$ cat src/gcb_pkg.sv
package gcb_pkg;

	localparam int MAX_ROWS  = 16;
	localparam int DEF_NODES = 16;
	localparam int CNT_W     = 5;
	localparam int COLOR_W   = 4;
	localparam int NODE_W    = 4;
	localparam int ROW_W     = 16;
	localparam int CFG_AW    = 3;
	localparam int CFG_DW    = 32;
	localparam int IN_DW     = 24;
	localparam int OUT_DW    = 8;

	localparam logic [CNT_W-1:0] RST_COLORS = CNT_W'(3);
	localparam logic [CNT_W-1:0] RST_NODES  = CNT_W'(4);
	localparam logic [CNT_W-1:0] MAX_COLORS = CNT_W'(16);

	localparam logic OP_LOAD  = 1'b0;
	localparam logic OP_SOLVE = 1'b1;

	localparam logic REG_COLORS = 1'b0;
	localparam logic REG_NODES  = 1'b1;

	typedef enum logic [1:0] {
		ST_IDLE,
		ST_SEARCH,
		ST_EMIT
	} state_t;

	typedef struct packed {
		logic [CNT_W-1:0] colors;
		logic [CNT_W-1:0] nodes;
	} limits_t;

	typedef struct packed {
		logic               valid;
		logic               found;
		logic [NODE_W-1:0]  node;
		logic [COLOR_W-1:0] color;
		logic               last;
	} result_t;

endpackage

$ cat src/graph_coloring_backtrack.sv
// A load word yields no result; the next word can be taken in the following cycle.
// A solve word runs the search, one colour trial or backtrack step at a time, then emits its
// result words (node_count words, or one failure word), each waiting until the output takes it.
// The search loop and its single colour-conflict compare unit set the pace; no word is taken
// meanwhile. Reset clears the adjacency matrix at once and sets the colour and node counts to
// three and four; there is no clearing pass.
module graph_coloring_backtrack
	import gcb_pkg::*;
#(
	parameter int NODES = DEF_NODES
) (
	input  logic              clk,
	input  logic              arst_n,
	input  logic              psel,
	input  logic              penable,
	input  logic              pwrite,
	input  logic [CFG_AW-1:0] paddr,
	input  logic [CFG_DW-1:0] pwdata,
	output logic [CFG_DW-1:0] prdata,
	output logic              pready,
	input  logic              s_tvalid,
	output logic              s_tready,
	input  logic [IN_DW-1:0]  s_tdata,  // row_index [3:0], row_bits [19:4]
	input  logic              s_tuser,  // operation
	output logic              m_tvalid,
	input  logic              m_tready,
	output logic [OUT_DW-1:0] m_tdata,  // node [3:0], color [7:4]
	output logic              m_tuser,  // found
	output logic              m_tlast
);

	limits_t lim;
	result_t res;

	logic                m_valid_q;
	logic                found_q;
	logic                last_q;
	logic [NODE_W-1:0]   node_q;
	logic [COLOR_W-1:0]  color_q;
	logic                take;

	gcb_cfg #(
		.NODES (NODES)
	) u_cfg (
		.clk     (clk),
		.arst_n  (arst_n),
		.psel    (psel),
		.penable (penable),
		.pwrite  (pwrite),
		.paddr   (paddr),
		.pwdata  (pwdata),
		.prdata  (prdata),
		.pready  (pready),
		.lim     (lim)
	);

	gcb_search #(
		.NODES (NODES)
	) u_search (
		.clk      (clk),
		.arst_n   (arst_n),
		.lim      (lim),
		.in_valid (s_tvalid),
		.in_ready (s_tready),
		.in_op    (s_tuser),
		.in_row   (s_tdata[NODE_W-1:0]),
		.in_bits  (s_tdata[NODE_W+ROW_W-1:NODE_W]),
		.res      (res),
		.res_take (take)
	);

	assign take = !m_valid_q || m_tready;

	always_ff @(posedge clk or negedge arst_n) begin
		if (!arst_n) begin
			m_valid_q <= 1'b0;
		end else if (take) begin
			m_valid_q <= res.valid;
		end
	end

	always_ff @(posedge clk) begin
		if (take && res.valid) begin
			found_q <= res.found;
			node_q  <= res.node;
			color_q <= res.color;
			last_q  <= res.last;
		end
	end

	assign m_tvalid = m_valid_q;
	assign m_tdata  = {color_q, node_q};
	assign m_tuser  = found_q;
	assign m_tlast  = last_q;

endmodule

$ cat src/gcb_cfg.sv
module gcb_cfg
	import gcb_pkg::*;
#(
	parameter int NODES = DEF_NODES
) (
	input  logic              clk,
	input  logic              arst_n,
	input  logic              psel,
	input  logic              penable,
	input  logic              pwrite,
	input  logic [CFG_AW-1:0] paddr,
	input  logic [CFG_DW-1:0] pwdata,
	output logic [CFG_DW-1:0] prdata,
	output logic              pready,
	output limits_t           lim
);

	localparam int ROWS = (NODES < MAX_ROWS) ? NODES : MAX_ROWS;
	localparam logic [CNT_W-1:0] ROWS_C = CNT_W'(ROWS);

	logic [CNT_W-1:0] colors_q;
	logic [CNT_W-1:0] nodes_q;
	logic             wr_en;

	assign pready = 1'b1;
	assign wr_en  = psel && penable && pwrite && pready;

	always_ff @(posedge clk or negedge arst_n) begin
		if (!arst_n) begin
			colors_q <= RST_COLORS;
			nodes_q  <= RST_NODES;
		end else if (wr_en) begin
			unique case (paddr[2])
				REG_COLORS: colors_q <= pwdata[CNT_W-1:0];
				REG_NODES:  nodes_q  <= pwdata[CNT_W-1:0];
				default:    colors_q <= colors_q;
			endcase
		end
	end

	always_comb begin
		unique case (paddr[2])
			REG_COLORS: prdata = CFG_DW'(colors_q);
			REG_NODES:  prdata = CFG_DW'(nodes_q);
			default:    prdata = '0;
		endcase
	end

	always_comb begin
		lim.colors = (colors_q > MAX_COLORS) ? MAX_COLORS : colors_q;
		if (nodes_q == '0) begin
			lim.nodes = CNT_W'(1);
		end else if (nodes_q > ROWS_C) begin
			lim.nodes = ROWS_C;
		end else begin
			lim.nodes = nodes_q;
		end
	end

endmodule

$ cat src/gcb_fit.sv
module gcb_fit
	import gcb_pkg::*;
#(
	parameter int ROWS = MAX_ROWS,
	parameter int DW   = $clog2(MAX_ROWS + 1)
) (
	input  logic [ROWS-1:0]              col,
	input  logic [ROWS-1:0][COLOR_W-1:0] stack,
	input  logic [DW-1:0]                depth,
	input  logic [CNT_W-1:0]             cand,
	output logic                         fits
);

	logic [ROWS-1:0] hit;

	always_comb begin
		for (int p = 0; p < ROWS; p++) begin
			hit[p] = col[p] && (DW'(p) < depth) && (CNT_W'(stack[p]) == cand);
		end
		fits = ~|hit;
	end

endmodule

$ cat src/gcb_search.sv
module gcb_search
	import gcb_pkg::*;
#(
	parameter int NODES = DEF_NODES
) (
	input  logic              clk,
	input  logic              arst_n,
	input  limits_t           lim,
	input  logic              in_valid,
	output logic              in_ready,
	input  logic              in_op,
	input  logic [NODE_W-1:0] in_row,
	input  logic [ROW_W-1:0]  in_bits,
	output result_t           res,
	input  logic              res_take
);

	localparam int ROWS = (NODES < MAX_ROWS) ? NODES : MAX_ROWS;
	localparam int IW   = $clog2(ROWS);
	localparam int DW   = $clog2(ROWS + 1);

	state_t state_q, state_d;

	logic [DW-1:0]    d_q;
	logic [CNT_W-1:0] cand_q;
	logic [IW-1:0]    k_q;
	logic             fail_q;

	logic [ROWS-1:0]              adj_q [ROWS];
	logic [ROWS-1:0][COLOR_W-1:0] stack_q;
	logic [CNT_W-1:0]             used_q [ROWS+1];

	logic [ROWS-1:0]    col;
	logic [CNT_W-1:0]   used_cur;
	logic [CNT_W:0]     top_w;
	logic [CNT_W-1:0]   top;
	logic [CNT_W-1:0]   cand_inc;
	logic [CNT_W-1:0]   used_new;
	logic [DW-1:0]      d_dec;
	logic [IW-1:0]      rd_idx;
	logic [COLOR_W-1:0] rd_color;
	logic               at_end;
	logic               exhausted;
	logic               fits;
	logic               accept;

	gcb_fit #(
		.ROWS (ROWS),
		.DW   (DW)
	) u_fit (
		.col   (col),
		.stack (stack_q),
		.depth (d_q),
		.cand  (cand_q),
		.fits  (fits)
	);

	always_comb begin
		for (int p = 0; p < ROWS; p++) begin
			col[p] = adj_q[p][d_q[IW-1:0]];
		end
		used_cur  = (d_q == '0) ? '0 : used_q[d_q];
		top_w     = {1'b0, used_cur} + (CNT_W+1)'(1);
		top       = (top_w > {1'b0, lim.colors}) ? lim.colors : top_w[CNT_W-1:0];
		cand_inc  = cand_q + CNT_W'(1);
		used_new  = (cand_inc > used_cur) ? cand_inc : used_cur;
		d_dec     = d_q - DW'(1);
		rd_idx    = (state_q == ST_EMIT) ? k_q : d_dec[IW-1:0];
		rd_color  = stack_q[rd_idx];
		at_end    = (CNT_W'(d_q) == lim.nodes);
		exhausted = (cand_q >= top);
		accept    = in_valid && in_ready;
	end

	always_comb begin
		state_d = state_q;
		unique case (state_q)
			ST_IDLE: begin
				if (accept && in_op == OP_SOLVE) begin
					state_d = ST_SEARCH;
				end
			end
			ST_SEARCH: begin
				if (at_end || (exhausted && d_q == '0)) begin
					state_d = ST_EMIT;
				end
			end
			ST_EMIT: begin
				if (res_take && res.last) begin
					state_d = ST_IDLE;
				end
			end
			default: state_d = ST_IDLE;
		endcase
	end

	always_comb begin
		in_ready  = (state_q == ST_IDLE);
		res.valid = (state_q == ST_EMIT);
		res.found = !fail_q;
		res.node  = fail_q ? '0 : NODE_W'(k_q);
		res.color = fail_q ? '0 : rd_color;
		res.last  = fail_q || ((CNT_W'(k_q) + CNT_W'(1)) == lim.nodes);
	end

	always_ff @(posedge clk or negedge arst_n) begin
		if (!arst_n) begin
			state_q <= ST_IDLE;
			d_q     <= '0;
			cand_q  <= '0;
			k_q     <= '0;
			fail_q  <= 1'b0;
		end else begin
			state_q <= state_d;
			unique case (state_q)
				ST_IDLE: begin
					if (accept && in_op == OP_SOLVE) begin
						d_q    <= '0;
						cand_q <= '0;
						k_q    <= '0;
						fail_q <= 1'b0;
					end
				end
				ST_SEARCH: begin
					if (!at_end) begin
						if (exhausted) begin
							if (d_q == '0) begin
								fail_q <= 1'b1;
							end else begin
								d_q    <= d_dec;
								cand_q <= CNT_W'(rd_color) + CNT_W'(1);
							end
						end else if (fits) begin
							d_q    <= d_q + DW'(1);
							cand_q <= '0;
						end else begin
							cand_q <= cand_inc;
						end
					end
				end
				ST_EMIT: begin
					if (res_take) begin
						k_q <= k_q + IW'(1);
					end
				end
				default: fail_q <= 1'b0;
			endcase
		end
	end

	always_ff @(posedge clk or negedge arst_n) begin
		if (!arst_n) begin
			for (int r = 0; r < ROWS; r++) begin
				adj_q[r] <= '0;
			end
		end else if (accept && in_op == OP_LOAD
			&& CNT_W'(in_row) < CNT_W'(ROWS)) begin
			adj_q[in_row[IW-1:0]] <= in_bits[ROWS-1:0];
		end
	end

	always_ff @(posedge clk) begin
		if (state_q == ST_SEARCH && !at_end && !exhausted && fits) begin
			stack_q[d_q[IW-1:0]] <= cand_q[COLOR_W-1:0];
			used_q[d_q + DW'(1)] <= used_new;
		end
	end

endmodule

$ cat config.mk
export PLATFORM = sky130hd
export DESIGN_NAME = graph_coloring_backtrack
export DESIGN_NICKNAME = d
export VERILOG_FILES = /design/src/gcb_pkg.sv /design/src/graph_coloring_backtrack.sv /design/src/gcb_cfg.sv /design/src/gcb_fit.sv /design/src/gcb_search.sv
export SDC_FILE = /design/constraint.sdc
export NUM_CORES = 1
export LEC_CHECK = 0
export BUFFER_PORTS_ARGS = -buffer_cell sky130_fd_sc_hd__buf_2
export CORE_MARGIN = 5
export CORE_UTILIZATION = 40
export CTS_CLUSTER_DIAMETER = 50
export DETAILED_ROUTE_END_ITERATION = 8
export PLACE_DENSITY = 0.65
export SYNTH_ARGS = -nofsm -noshare
export SYNTH_HDL_FRONTEND = slang
export SYNTH_HIERARCHICAL = 1
export SYNTH_SLANG_ARGS = --single-unit
$ cat constraint.sdc
create_clock -name clk -period 5.7 [get_ports clk]
set_input_delay 0.285 -clock clk [delete_from_list [all_inputs] [get_ports clk]]
set_output_delay 0.285 -clock clk [all_outputs]
set_load 0.01 [all_outputs]
==> results.toml <==
[synth]
synth_seq_cells = 443
yosysSeqAreaShare = 0.549
synth_area_sq_um = 21600
yosysWarningCount = 6
syn_avg_cell_area_sq_um = 14.7
synth.distinct_cells = 82
postSynthCellCount = 1472
synth_ff_type = "dfrtp_1"
async_flop_share = 0.641
synth-edff-count = 159

[global_routing]
grt.total_usage = 0.174
grt_max_degree = 174
grt_pass1_wl_mm = 80.5
grt_pass1_vias = 13400
antenna_found_initial = 4
gr-total-overflow = 0

[clocking]
cts_inserted_buffers = 49
cts_tree = "done"
clock_latency_ns = 0.59
cts_sinks = 443
cts_max_level = 2
clk_path_buf_depth = 3
clk_pin_slew_worst_paths_ns = 0.06
cts-root-buf = "clkbuf_16"

[die]
dieWidth_um = 243
start_util = 0.403
die_h_um = 243
placementRows = 85
core_sq_um = 53700
die-area_sq_um = 58900
io_pins = 112

[sta]
period_needed_ns = 5.47
tightestPinTransition_ns = 1.31
fin_crit_sh = 0.960
max_freq_mhz = 183
setup_violations = 0
slew_viol_final = 0
max_slew_margin = 0.118
finalHoldViolations = 0
tns_ns = 0
worst_slack_ns = 0.225
fin_skew_ns = 0.0238

[detailed_routing]
route.met3.wl_mm = 3.03
met1Wirelength_mm = 22.8
drt_iter0_markers = 928
top_layer_used = "met5"
wl_per_cell_um = 22.4
drcViolationCount = 0
vias = 12800
avgViaCountPerCell = 5.54
wl_mm = 51.6
ant_nets = 0
wl_met2_mm = 24.5
drt_first_pass_iters = 5

[worst_setup_path]
crit_arrival_ns = 5.78
r2r_cells = 26
required_ns = 6.01
endpoint_kind = "register"
path_class = "reg2reg"
startpoint = "u_search/d_q[0]"
r2r_start = "u_search/d_q[0]"
crit_path_start_kind = "register"
path_max_fanout = 7

[final_layout]
multiInputGateArea_sq_um = 9260
fin_nets = 1660
nFillCells = 4689
layout-drive-gt1-share = 0.412
final_cell_count_no_fill = 2306
seq_area_sq_um = 11900
fin_util = 0.461
syn_to_final_growth_pct = 14.3

[power_and_ir_drop]
max-vdd-ir-drop_v = 0.000301
p_leak_nw = 10.3
p_per_area_nw_per_um2 = 509

[place]
port_buffers = 50
dpl.cell_count = 2202
dpl.hpwl_mm = 32.5
place_congestion = 0.848
place_ws_ns = -0.0980

[job]
cap_viol_max_count = 0

[hold_path]
holdPathStages = 3
hp-start = "m_tready"
min_path_type = "in2reg"

[status]
status = "completed"
[cell type report]
type	count	share of cell area
sequential	443	0.481
inverter	28	0.00425
tap	696	0.0352
clock inverter	35	0.0133
timing repair buffer	143	0.0410
antenna	2	0.000202
multi-input combinational	904	0.374
clock buffer	55	0.0509
[report_power, final]
group	switching [mW]	internal (mW)	total, mW
registers	0.388	4.24	4.63
logic	2.49	2.34	4.84
clock network	1.32	1.79	3.12
[stage by stage]
stage	total power, mW	area (sq um)	hold slack (ns)
2_1_floorplan	7.90	21800	-0.0106
3_3_place_gp	9.18	22900	0.367
3_5_place_dp	9.32	22900	0.381
4_1_cts	12.5	24600	0.00428
5_1_grt	13.3	24700	0.0498
6_report	12.6	24700	0.0306
[cell usage after synthesis (all sizes together), types with 2 or more instances]
library cell / instances / share of area
nor2b: 23 / 0.0066
o2111ai: 3 / 0.0012
or2: 6 / 0.0017
a21o: 4 / 0.0014
o21ai: 19 / 0.0044
xor2: 37 / 0.015
dfrtp: 281 / 0.32
nand4: 10 / 0.0032
nand4b: 3 / 0.0019
a2111oi: 2 / 0.00087
nor3: 16 / 0.0044
buf: 70 / 0.024
clkbuf: 53 / 0.0092
conb: 2 / 0.00035
inv: 25 / 0.0043
nand2: 41 / 0.0071
edfxtp: 159 / 0.22
o211ai: 15 / 0.0052
nor4b: 3 / 0.0012
nor4: 10 / 0.0032
nand3b: 2 / 0.00069
o21a: 3 / 0.0010
a211oi: 5 / 0.0017
o22a: 2 / 0.00081
xnor2: 43 / 0.017
o31ai: 3 / 0.0010
a21oi: 26 / 0.0067
o31a: 3 / 0.0012
nor2: 59 / 0.010
ha: 24 / 0.014
dfstp: 3 / 0.0036
or3: 4 / 0.0012
clkinv: 3 / 0.00052
nand2b: 13 / 0.0041
nand3: 21 / 0.0051
and3: 7 / 0.0020
o22ai: 8 / 0.0029
mux2: 282 / 0.15
mux4: 102 / 0.11
a31oi: 13 / 0.0040
and2: 6 / 0.0018
mux2i: 40 / 0.019
[per-layer routing]
metal	up-vias	track usage
li1	5670	-
met5	-	0
met1	6668	0.245
met4	2	0.0536
met2	357	0.276
met3	86	0.0316
[logic make-up after synthesis]
logic type / synth area share
buffers and inverters: 0.0376
other: 0.000347
AND/OR/NAND/NOR: 0.0554
XOR/XNOR: 0.0324
AO/OA/AOI/OAI: 0.0390
multiplexers: 0.272
flip-flops: 0.549
adder cells (fa/ha/maj): 0.0144
[cell usage in the layout (no fill, tap or decap), types with 12 or more instances in the layout]
master,instances
inv_1,25
a21oi_1,22
clkinv_2,12
mux4_2,101
conb_1,28
buf_2,49
edfxtp_1,159
nor2_1,37
nor3_1,12
nor2b_1,23
o211ai_1,15
xor2_1,37
ha_1,22
nor2_4,12
clkbuf_16,49
xnor2_1,43
mux2_2,281
dfrtp_1,278
nand2_1,39
nand3_1,20
buf_4,81
mux2i_1,38
[worst max-delay path: stages (launching register included)]
cell	delay, ns
dfrtp_4	0.46
buf_6	0.15
buf_4	0.16
mux4_2	0.55
o22ai_2	0.24
a311oi_2	0.08
a21oi_1	0.20
nor2_1	0.11
xor2_1	0.22
ha_1	0.29
o21a_1	0.12
o21ai_2	0.12
nand2b_1	0.09
a21oi_2	0.13
a31oi_2	0.06
a21oi_4	0.15
mux2_4	0.32
ha_1	0.26
nand2b_1	0.14
a21o_1	0.17
a21o_1	0.21
a31oi_4	0.20
and3_4	0.25
buf_4	0.12
nand2_2	0.11
nor2_1	0.15
buf_4	0.15
[registers in the layout, indices dropped and copies added (netlist names), 4 cells and up]
register and count:
u_search/adj_q 256, u_cfg/nodes_q 5, u_search/d_q 5, u_cfg/colors_q 5
u_search/used_q 85, u_search/stack_q 64, color_q 4, u_search/k_q 4
u_search/cand_q 5, node_q 4
[worst paths after layout]
path / endpoint / slack [ns]
max: u_search/stack_q[30] / 0.23
max reg2reg: u_search/stack_q[30] / 0.23
min reg2reg: u_search/adj_q[154] / 0.50
max in group asynchronous: u_search/adj_q[188] / 3.85
min: m_tvalid / 0.03
min in group asynchronous: u_cfg/colors_q[2] / 0.30
[timing repair]
item                       CTS  global route
gates cloned                 0             0
setup endpoints to repair  149           160
hold endpoints to repair   118             0
buffers inserted             2             4
hold buffers                 6             0
resized for setup            5            29
pin swaps                    1             4
Note: power is estimated with default switching activity, not from simulation.
